**config.mk**
```make
export PLATFORM = sky130hd
export DESIGN_NAME = fmpm_ctrl
export DESIGN_NICKNAME = d
export VERILOG_FILES = /design/src/rtl/fmpm_pkg.sv /design/src/rtl/fmpm_ctrl.sv
export SDC_FILE = /design/constraint.sdc
export NUM_CORES = 1
export LEC_CHECK = 0
export ABC_AREA = 1
export BUFFER_PORTS_ARGS = -buffer_cell sky130_fd_sc_hd__clkbuf_2
export CORE_MARGIN = 4
export CORE_UTILIZATION = 52
export DETAILED_ROUTE_END_ITERATION = 10
export PLACE_DENSITY_LB_ADDON = 0.3
export SKIP_LAST_GASP = 1
export SYNTH_ARGS = -nofsm -noshare
export SYNTH_HDL_FRONTEND = slang
export SYNTH_SLANG_ARGS = --single-unit
```
**constraint.sdc**
```tcl
create_clock -name clock -period 1.5 [get_ports clock]
set_clock_uncertainty 0.05 [all_clocks]
set_input_delay 0.075 -clock clock [delete_from_list [all_inputs] [get_ports clock]]
set_output_delay 0.075 -clock clock [all_outputs]
set_load 0.05 [all_outputs]
```
**src/rtl/fmpm_pkg.sv**
```systemverilog
package fmpm_pkg;

   localparam int N_W         = 63;
   localparam int COUNT_W     = 30;
   localparam int BIT_W       = 6;
   localparam int PROD_W      = 2 * COUNT_W;
   localparam int REM_W       = COUNT_W + 2;
   localparam int MU_W        = COUNT_W + 1;
   localparam int SQ_ENTRIES  = 64;
   localparam int MAX_SCAN    = 63;

   // Latency of the modular multiplier, operand to result register.
   localparam int MODMUL_DEPTH = 5;
   localparam int CNT_W        = 3;

   localparam logic [COUNT_W-1:0] PRIME = 30'd1000000007;

   // Barrett constant floor(2^60 / PRIME).
   localparam logic [MU_W-1:0] BARRETT_MU =
      MU_W'((64'd1 << PROD_W) / {34'd0, PRIME});

   typedef struct packed {
      logic [COUNT_W-1:0] hi;   // F(k+1)
      logic [COUNT_W-1:0] lo;   // F(k)
   } fib_pair_type;

   typedef fib_pair_type [SQ_ENTRIES-1:0] sq_table_type;

   typedef enum logic [2:0] {
      ST_IDLE,
      ST_SCAN,
      ST_MUL,
      ST_FINAL,
      ST_EMIT
   } state_type;

   typedef struct packed {
      logic             load;
      logic             mul_done;
      logic             finish;
      logic [BIT_W-1:0] bit_sel;
   } ctrl_cmd_type;

   typedef struct packed {
      logic n_zero;
      logic n_small;
      logic bit_set;
   } dp_status_type;

   // Reduces a value below three times the prime.
   function automatic logic [COUNT_W-1:0] reduce3(input logic [REM_W-1:0] r);
      logic [REM_W:0] d1;
      logic [REM_W:0] d2;
      d1 = {1'b0, r} - {3'b0, PRIME};
      d2 = {1'b0, r} - {2'b0, PRIME, 1'b0};
      if (!d2[REM_W]) begin
         return d2[COUNT_W-1:0];
      end else if (!d1[REM_W]) begin
         return d1[COUNT_W-1:0];
      end else begin
         return r[COUNT_W-1:0];
      end
   endfunction

   // Remainder by the prime through shifted subtraction, for values below
   // the prime times 2^34. Only the constant table below uses it.
   function automatic logic [63:0] mod_prime(input logic [63:0] v);
      logic [63:0] r;
      logic [63:0] step;
      r = v;
      for (int s = 33; s >= 0; s--) begin
         step = {34'd0, PRIME} << s;
         if (r >= step) begin
            r = r - step;
         end
      end
      return r;
   endfunction

   // Entry k holds the matrix [[1,1],[1,0]] raised to 2^k, as the pair
   // (F(2^k+1), F(2^k)) modulo the prime, built by Fibonacci doubling.
   function automatic sq_table_type build_square_table();
      sq_table_type tbl;
      logic [63:0]  f1;
      logic [63:0]  f0;
      logic [63:0]  t1;
      logic [63:0]  t0;
      logic [63:0]  pr;
      f1 = 64'd1;
      f0 = 64'd1;
      pr = {34'd0, PRIME};
      for (int k = 0; k < SQ_ENTRIES; k++) begin
         tbl[k].hi = f1[COUNT_W-1:0];
         tbl[k].lo = f0[COUNT_W-1:0];
         t1 = mod_prime(f1 * f1 + f0 * f0);
         t0 = mod_prime(f0 * mod_prime(64'd2 * f1 + pr - f0));
         f1 = t1;
         f0 = t0;
      end
      return tbl;
   endfunction

   localparam sq_table_type SQ_TABLE = build_square_table();

endpackage

```
**src/rtl/fmpm_ctrl.sv**
```systemverilog
module fmpm_ctrl #(
   parameter int POWER_STEPS = 64
) (
   input  logic                     clock,
   input  logic                     reset,
   input  logic                     start,
   input  fmpm_pkg::dp_status_type  status,
   output fmpm_pkg::ctrl_cmd_type   cmd,
   output logic                     busy,
   output logic                     rsp_valid
);
   import fmpm_pkg::*;

   // The exponent n-2 is 63 bits wide, so at most 63 bits matter.
   localparam int SCAN_BITS = (POWER_STEPS < MAX_SCAN) ? POWER_STEPS : MAX_SCAN;
   localparam logic [BIT_W-1:0] LAST_BIT = BIT_W'(SCAN_BITS - 1);
   localparam logic [CNT_W-1:0] CNT_LAST = CNT_W'(MODMUL_DEPTH - 1);

   state_type          state_ff;
   state_type          state_in;
   logic [BIT_W-1:0]   bit_ff;
   logic [BIT_W-1:0]   bit_in;
   logic [CNT_W-1:0]   cnt_ff;
   logic [CNT_W-1:0]   cnt_in;
   logic               last_bit;

   assign last_bit = (bit_ff == LAST_BIT);

   always_comb begin
      state_in = state_ff;
      bit_in   = bit_ff;
      cnt_in   = '0;
      case (state_ff)
         ST_IDLE: begin
            bit_in = '0;
            if (start) begin
               if (status.n_zero) begin
                  state_in = ST_IDLE;
               end else if (status.n_small) begin
                  state_in = ST_FINAL;
               end else begin
                  state_in = ST_SCAN;
               end
            end
         end
         ST_SCAN: begin
            if (status.bit_set) begin
               state_in = ST_MUL;
            end else if (last_bit) begin
               state_in = ST_FINAL;
            end else begin
               bit_in = bit_ff + BIT_W'(1);
            end
         end
         ST_MUL: begin
            cnt_in = cnt_ff + CNT_W'(1);
            if (cnt_ff == CNT_LAST) begin
               cnt_in = '0;
               if (last_bit) begin
                  state_in = ST_FINAL;
               end else begin
                  bit_in   = bit_ff + BIT_W'(1);
                  state_in = ST_SCAN;
               end
            end
         end
         ST_FINAL: begin
            state_in = ST_EMIT;
         end
         ST_EMIT: begin
            state_in = ST_IDLE;
         end
         default: begin
            state_in = ST_IDLE;
         end
      endcase
   end

   always_comb begin
      cmd.load     = 1'b0;
      cmd.mul_done = 1'b0;
      cmd.finish   = 1'b0;
      cmd.bit_sel  = bit_ff;
      busy         = 1'b1;
      rsp_valid    = 1'b0;
      case (state_ff)
         ST_IDLE: begin
            busy     = 1'b0;
            cmd.load = start;
         end
         ST_SCAN: begin
         end
         ST_MUL: begin
            cmd.mul_done = (cnt_ff == CNT_LAST);
         end
         ST_FINAL: begin
            cmd.finish = 1'b1;
         end
         ST_EMIT: begin
            rsp_valid = 1'b1;
         end
         default: begin
         end
      endcase
   end

   always_ff @(posedge clock) begin
      if (reset) begin
         state_ff <= ST_IDLE;
         bit_ff   <= '0;
         cnt_ff   <= '0;
      end else begin
         state_ff <= state_in;
         bit_ff   <= bit_in;
         cnt_ff   <= cnt_in;
      end
   end

endmodule

```
==> key figures, run 1 <==
Clock tree
  – Clk Latency, worst-skew pair: 280 ps
  – Root cell of the clock tree: clkbuf_4
  – Clock buffer depth: 2
  – CTS tree: yes
  – CTS H-tree lvls: 1
  – Num Clock Sinks: 12
  – TritonCTS Buffers: 3
  – Reg clk slew, reported paths: 80 ps

Global route
  – First-pass GRT wire length: 2970 um
  – Vias in the first global route: 701
  – GRT Resource Usage Total: 19.0%
  – Largest net degree at the start of global routing: 11
  – Number of antenna violations at the first check in global routing: 0
  – GR Overflow Total: 0

Cells and area
  – Nets: 162
  – Area grow syn2layout: 26.1%
  – Filler cells: 116
  – Share of layout cells above drive strength 1: 31.8%
  – Final Cell Area: 1010 sq um
  – Util after Layout: 73.8%
  – Layout Cells excl Fill: 166
  – Register area: 253 sq um
  – Area of the multi-input gates: 484 sq um
  – Ant diodes: 0

STA
  – Setup ws final: 60.0 ps
  – RSZ-0062 raised after global routing: true
  – Fmax: 694 MHz
  – Measured slew at the worst slew-check pin: 281 ps
  – Tcrit/Tclk final: 96.0%
  – Hold Vio Cnt, Final: 0
  – Worst slew margin: 81.3%
  – Setup-failing EPs final: 0
  – Pins Over Slew Limit: 0
  – Total negative slack: 0 ps
  – Minimum clock period: 1440 ps
  – Hold Slack: 145 ps

Power and ir drop
  – Logic pwr share: 54.4%
  – Sw Pwr: 778 uW
  – Seq pwr share: 29.0%
  – Power, Total: 1.59 mW
  – Leak: 0.514 nW
  – Clock share of power: 16.6%
  – PwrDens: 1580 nW/um^2
  – Max IR drop VDD: 0.00134 V
  – Switching share of power: 48.8%
  – Internal: 815 uW

Worst setup path
  – Worst R2R End: bit_ff[1]$_SDFFE_PP0P_
  – Critical path, cell by cell: inv_1 -> nand2_2 -> nor2_2 -> inv_1 -> nor2_2 -> buf_8
  – CP required: 1370 ps
  – Slowest-stage cell, CP: dfxtp_2
  – Flop-to-flop setup slack: 130 ps
  – Critical setup path kind: reg -> out
  – Worst Reg-to-Reg Cells: 10
  – CP max stage delay: 360 ps
  – CP delay by family, top: flip-flops
  – RR Startpoint: cnt_ff[1]$_SDFF_PP0_
  – Worst EP arrival: 1320 ps
  – Worst setup path startpoint: state_ff[0]$_SDFFE_PP0P_
  – Critical Path Fanout Max: 6
  – WP depth: 6
  – Critical Path End Type: output pin
  – Crit path to: cmd[8]
  – CP Launch Type: flip-flop
  – Buf+Inv Stages, Crit Path: 3

Logic synthesis
  – Synth Cell Area: 800 sq um
  – Seq/Total Area, Yosys: 30.0%
  – Main synth FF type: dfxtp_1
  – #FFs+latches synth: 12
  – Top cell type's share of synthesized area: 30.0%
  – Synth area leader: dfxtp_1
  – Synth area leaders: dfxtp_1 (30%), nand2_1 (15%), inv_1 (12%)
  – Commonest cells post-synth: nand2_1 (31), inv_1 (25), nor2_1 (20), nand3_1 (15), dfxtp_1 (12)
  – Syn nets: 138
  – Post-synth EDFFs: 0
  – Async S/R FF share, synth: 0%
  – Post-synthesis average cell area: 6.25 sq um
  – Distinct cells, synth: 17
  – Most numerous cell in the Yosys netlist: nand2_1
  – Warnings from Yosys: 0
  – Synth Instances: 128

Routing
  – Metal2 WL: 819 um
  – Post-route ant nets: 0
  – Final wirelength: 1750 um
  – Vias: 849
  – Drt first-iter violations: 22
  – Top routing layer used: met4
  – WL met3: 109 um
  – DR vias/cell: 5.11
  – Drc violations: 0
  – Wl on met1: 771 um
  – WL/cell: 10.5 um
  – First-pass DRT Iterations: 4

Die
  – Die area: 2230 sq um
  – Die W: 47.2 um
  – Chip height: 47.2 um
  – Starting density of the core: 58.5%
  – Total core area: 1370 sq um
  – I/O pins: 17
  – Core Rows: 13

Outcome
  – Status: finished, final reports clean

Run
  – Max_cap viols: 0

Place
  – GPL Wtd Cong: 0.767
  – Worst slack, placed: 61.2 ps
  – Inst Count DP: 158
  – Hpwl dp: 1310 um
  – Placed cell area: 907 sq um
  – I/O Buffers: 16

Hold path
  – Worst hold path class: in -> reg
==> worst reg2reg max path, cell delays in order, from the launching register on <==
cell	delay (ps)
dfxtp_1	350
inv_1	70
ha_1	190
nand2_2	80
nand3_2	110
nand2_2	120
nand2_4	80
nand2_4	70
nand2_1	50
nand2_1	50
nor2_1	40
==> logic make-up (layout without fill, tap and decap cells) <==
logic type      Yosys count  after routing  share of synthesized area (%)
flops                    12             12                           30.0
simple gates             78             79                           45.4
buf+inv                  26             48                           12.7
fa+ha+maj                 4              4                           6.26
compound gates            7              7                           4.54
xor+xnor                  1              1                           1.10
==> what timing repair did <==
item,CTS,global route
cloned,0,1
endpoints found under the setup margin,4,10
endpoints found under the hold margin,3,0
setup buffers,0,2
hold buffers,1,0
resized for setup,5,11
pin swaps,0,2
==> how the worst min path moves through the flow <==
stage          start                       end  cells after the start
6_report       start  state_ff[1]$_SDFFE_PP0P_                      5
5_1_grt        start  state_ff[1]$_SDFFE_PP0P_                      5
4_1_cts        start  state_ff[1]$_SDFFE_PP0P_                      5
3_5_place_dp   reset    bit_ff[2]$_SDFFE_PP0P_                      2
3_3_place_gp   reset    bit_ff[0]$_SDFFE_PP0P_                      2
2_1_floorplan  reset    bit_ff[2]$_SDFFE_PP0P_                      1
==> state kept, by name (all words and copies together) (netlist names) <==
register	cells
bit_ff	6
cnt_ff	3
state_ff	3
==> area by class of cell <==
| cell class | count | share of cell area, % |
|---|---|---|
| tap | 15 | 1.86 |
| sequential | 12 | 25.1 |
| inverter | 25 | 9.31 |
| timing repair buffer | 19 | 12.2 |
| clock buffer | 4 | 3.60 |
| multi-input combinational | 91 | 48.0 |
==> metal layers <==
layer | vias to the layer above | track usage (%)
met5 | - | 0
li1 | 440 | -
met3 | 8 | 6.13
met2 | 25 | 30.6
met1 | 376 | 23.2
met4 | 0 | 7.73
==> cell usage in the layout, fill, tap and decap left out <==
cell type and instances:
a21oi_1 4, dlygate4sd3_1 1, nor3_2 1, ha_2 1
nand2_4 4, nor2_2 4, nor2_1 18, nand2_2 6
nor3_1 1, nand2_1 28, dfxtp_4 1, inv_2 1
buf_8 1, nor4_1 1, clkbuf_4 6, o21ai_0 2
dfxtp_2 7, inv_1 24, buf_4 2, a31oi_1 1
xnor2_1 1, ha_1 3, clkbuf_2 12, dfxtp_1 4
nand3_2 1, nand3_1 15, clkbuf_8 1
==> power by group through the flow <==
stage	Sequential, mW	Clock [mW]	Combinational, mW
CTS	0.458	0.272	0.815
finish	0.462	0.265	0.868
detailed placement	0.463	0	0.786
global route	0.472	0.289	0.959
floorplan	0.553	0	0.549
global placement	0.460	0	0.772
Power figures use the tool's default switching activity.
==> run 2, diff against run 1 <==
--- a/config.mk
+++ b/config.mk
@@ -8,7 +8,7 @@
 export ABC_AREA = 1
 export BUFFER_PORTS_ARGS = -buffer_cell sky130_fd_sc_hd__clkbuf_2
 export CORE_MARGIN = 4
-export CORE_UTILIZATION = 52
+export CORE_UTILIZATION = 47
 export DETAILED_ROUTE_END_ITERATION = 10
 export PLACE_DENSITY_LB_ADDON = 0.3
 export SKIP_LAST_GASP = 1
==> constraint.sdc (replaced) <==
create_clock -name clock -period 1.28 [get_ports clock]
set_clock_uncertainty 0.05 [all_clocks]
set_input_delay 0.064 -clock clock [delete_from_list [all_inputs] [get_ports clock]]
set_output_delay 0.064 -clock clock [all_outputs]
set_load 0.05 [all_outputs]
==> run 2 against run 1 <==
  * The flow now finishes with violations (setup timing)
  * Combinational power increased by 110%
  * Register-to-register slack worse by 330 ps
  * Flip-flop and latch count is the same
  * Clock power up 22%
  * Routed wire length rose by 95%
  * Sequential power increased by 24%
  * Clock-buffer cell count unchanged
  * Via count increased by 28%
  * Worst hold slack gained 72 ps
  * Sequential share of layout area down 6.0 points
  * Setup slack worse by 260 ps
  * Core utilization rose by 19 points
==> key figures, run 2 (synthesis results as in run 1) <==
Worst setup path
  – Critical path, cell by cell: nand2_1 -> nor2_2 -> nand2_2 -> nand2_4 -> nand2_4 -> nand3_2 -> nand2_1 -> nor2_1
  – Worst EP arrival: 1640 ps
  – Buf+Inv Stages, Crit Path: 0
  – Critical Path End Type: flip-flop
  – Critical Path Fanout Max: 5
  – Worst R2R End: bit_ff[4]$_SDFFE_PP0P_
  – RR Startpoint: bit_ff[3]$_SDFFE_PP0P_
  – CP delay by family, top: simple AND/OR/NAND/NOR gates
  – Flop-to-flop setup slack: -200 ps
  – CP required: 1440 ps
  – Critical setup path kind: reg -> reg
  – Slowest-stage cell, CP: dfxtp_4
  – Worst Reg-to-Reg Cells: 8
  – CP Launch Type: flip-flop
  – CP max stage delay: 380 ps

Global route
  – Vias in the first global route: 1072
  – First-pass GRT wire length: 4720 um
  – GRT Resource Usage Total: 25.3%
  – GR Overflow Total: 0
  – Largest net degree at the start of global routing: 8
  – Number of antenna violations at the first check in global routing: 0

STA
  – Setup-failing EPs final: 11
  – RSZ-0062 raised after global routing: true
  – Fmax: 675 MHz
  – Minimum clock period: 1480 ps
  – Worst slew margin: 77.9%
  – Tcrit/Tclk final: 116%
  – Hold Vio Cnt, Final: 0
  – Measured slew at the worst slew-check pin: 329 ps
  – Setup ws final: -202 ps
  – Pins Over Slew Limit: 0

Die
  – Core Rows: 14
  – Die W: 49.2 um
  – I/O pins: 17
  – Starting density of the core: 51.3%
  – Total core area: 1560 sq um
  – Die area: 2430 sq um
  – Chip height: 49.2 um

Routing
  – Vias: 1089
  – Drc violations: 0
  – Post-route ant nets: 0
  – Final wirelength: 3420 um
  – DR vias/cell: 5.85
  – Drt first-iter violations: 104
  – First-pass DRT Iterations: 4
  – WL/cell: 18.4 um

Cells and area
  – Util after Layout: 92.4%
  – Regs by FF count: bit_ff x6, cnt_ff x3, state_ff x3
  – Most common cell after layout, fill and taps aside: nand2_1
  – Ant diodes: 0
  – Most flops, register: bit_ff
  – Share of layout cells above drive strength 1: 61.2%
  – Filler cells: 59
  – Nets: 181
  – Max reg flops: 6
  – Most frequent cells in the layout: nand2_1 (24), inv_1 (17), buf_4 (16)
  – Area grow syn2layout: 80.1%

Power and ir drop
  – Leak: 0.665 nW
  – Power, Total: 2.72 mW
  – PwrDens: 1890 nW/um^2
  – Max IR drop VDD: 0.00139 V

Hold path
  – Min-delay src: status[2]
  – Hold Crit Depth: 6
  – Worst hold path class: in -> reg
  – Hold Path Sink: state_ff[0]$_SDFFE_PP0P_

Clock tree
  – Reg clk slew, reported paths: 90 ps
  – Clock buffer depth: 2
  – CTS tree: yes
  – Num Clock Sinks: 12
  – Root cell of the clock tree: clkbuf_4
  – Clk Latency, worst-skew pair: 290 ps
  – CTS H-tree lvls: 1
  – TritonCTS Buffers: 3

Outcome
  – Status: finished, violations left
  – Failing checks: setup timing

Place
  – GPL Wtd Cong: 0.859
  – Hpwl dp: 1560 um
  – I/O Buffers: 16

Run
  – Max_cap viols: 0
run 2: changes by cell type in the layout (fill, tap and decap cells not counted), moves of 5 or more:
| cell | before | now |
|---|---|---|
| buf_4 | 2 | 16 |
| nor2_4 | 0 | 6 |
| inv_1 | 24 | 17 |
| nand3_1 | 15 | 5 |
| buf_6 | 0 | 5 |
| nand3_2 | 1 | 11 |
| dfxtp_4 | 1 | 8 |
| nor2_1 | 18 | 10 |
run 2: layout make-up:
cell class,count,area (sq um),share of cell area (%)
clock buffer,4,36.3,2.52
inverter,25,101,7.04
multi-input combinational,92,707,49.1
sequential,12,274,19.0
tap,16,20.0,1.39
timing repair buffer,37,302,20.9
run 2: worst max-delay path by stage:
stage / startpoint / end / cells past startpoint
floorplan: state_ff[0]$_SDFFE_PP0P_ / cmd[8] / 5
global placement: cnt_ff[0]$_SDFF_PP0_ / bit_ff[0]$_SDFFE_PP0P_ / 10
detailed placement: cnt_ff[1]$_SDFF_PP0_ / bit_ff[4]$_SDFFE_PP0P_ / 8
CTS: state_ff[0]$_SDFFE_PP0P_ / cmd[8] / 6
global route: bit_ff[2]$_SDFFE_PP0P_ / bit_ff[4]$_SDFFE_PP0P_ / 8
finish: bit_ff[3]$_SDFFE_PP0P_ / bit_ff[4]$_SDFFE_PP0P_ / 8
run 2: what timing repair did:
action | 4_1_cts | 5_1_grt
buffers inserted | 5 | 5
hold buffers | 1 | 0
pin swaps | 14 | 11
cloned | 2 | 0
setup endpoints to repair | 16 | 16
gates resized for setup | 47 | 27
hold endpoints to repair | 2 | 0
run 2: stage by stage:
stage                     worst slack (ps)  cell area, sq um  instances  setup TNS [ps]  hold slack (ps)
final                                 -202              1440        186            -930              217
after global routing                  -236              1440        186           -1580              256
after CTS                            -56.0              1320        181            -195              139
after detailed placement              -103              1050        169            -569              281
after global placement               -20.1              1050        169           -37.0              275
after floorplan                       -212               887        128            -512             73.4
run 2: power breakdown:
group	switching [mW]	internal, mW	total [mW]	leakage, nW
clock network	0.148	0.173	0.322	0.0210
logic	1.11	0.716	1.83	0.539
registers	0.110	0.462	0.572	0.105
total	1.37	1.35	2.72	0.665
run 2: per-layer routing:
layer / global-route usage [%] / routed length, um / vias up
met5: 0 / 0 / -
li1: - / - / 486
met2: 44.6 / 1680 / 81
met3: 7.34 / 300 / 31
met1: 26.2 / 1280 / 491
met4: 14.7 / 160 / 0
run 2: worst min-delay path, stage by stage:
cell      delay [ps]
clkbuf_2          90
inv_1             50
nand3_1           70
nand3_1           80
a31oi_1           80
nor2_1            80
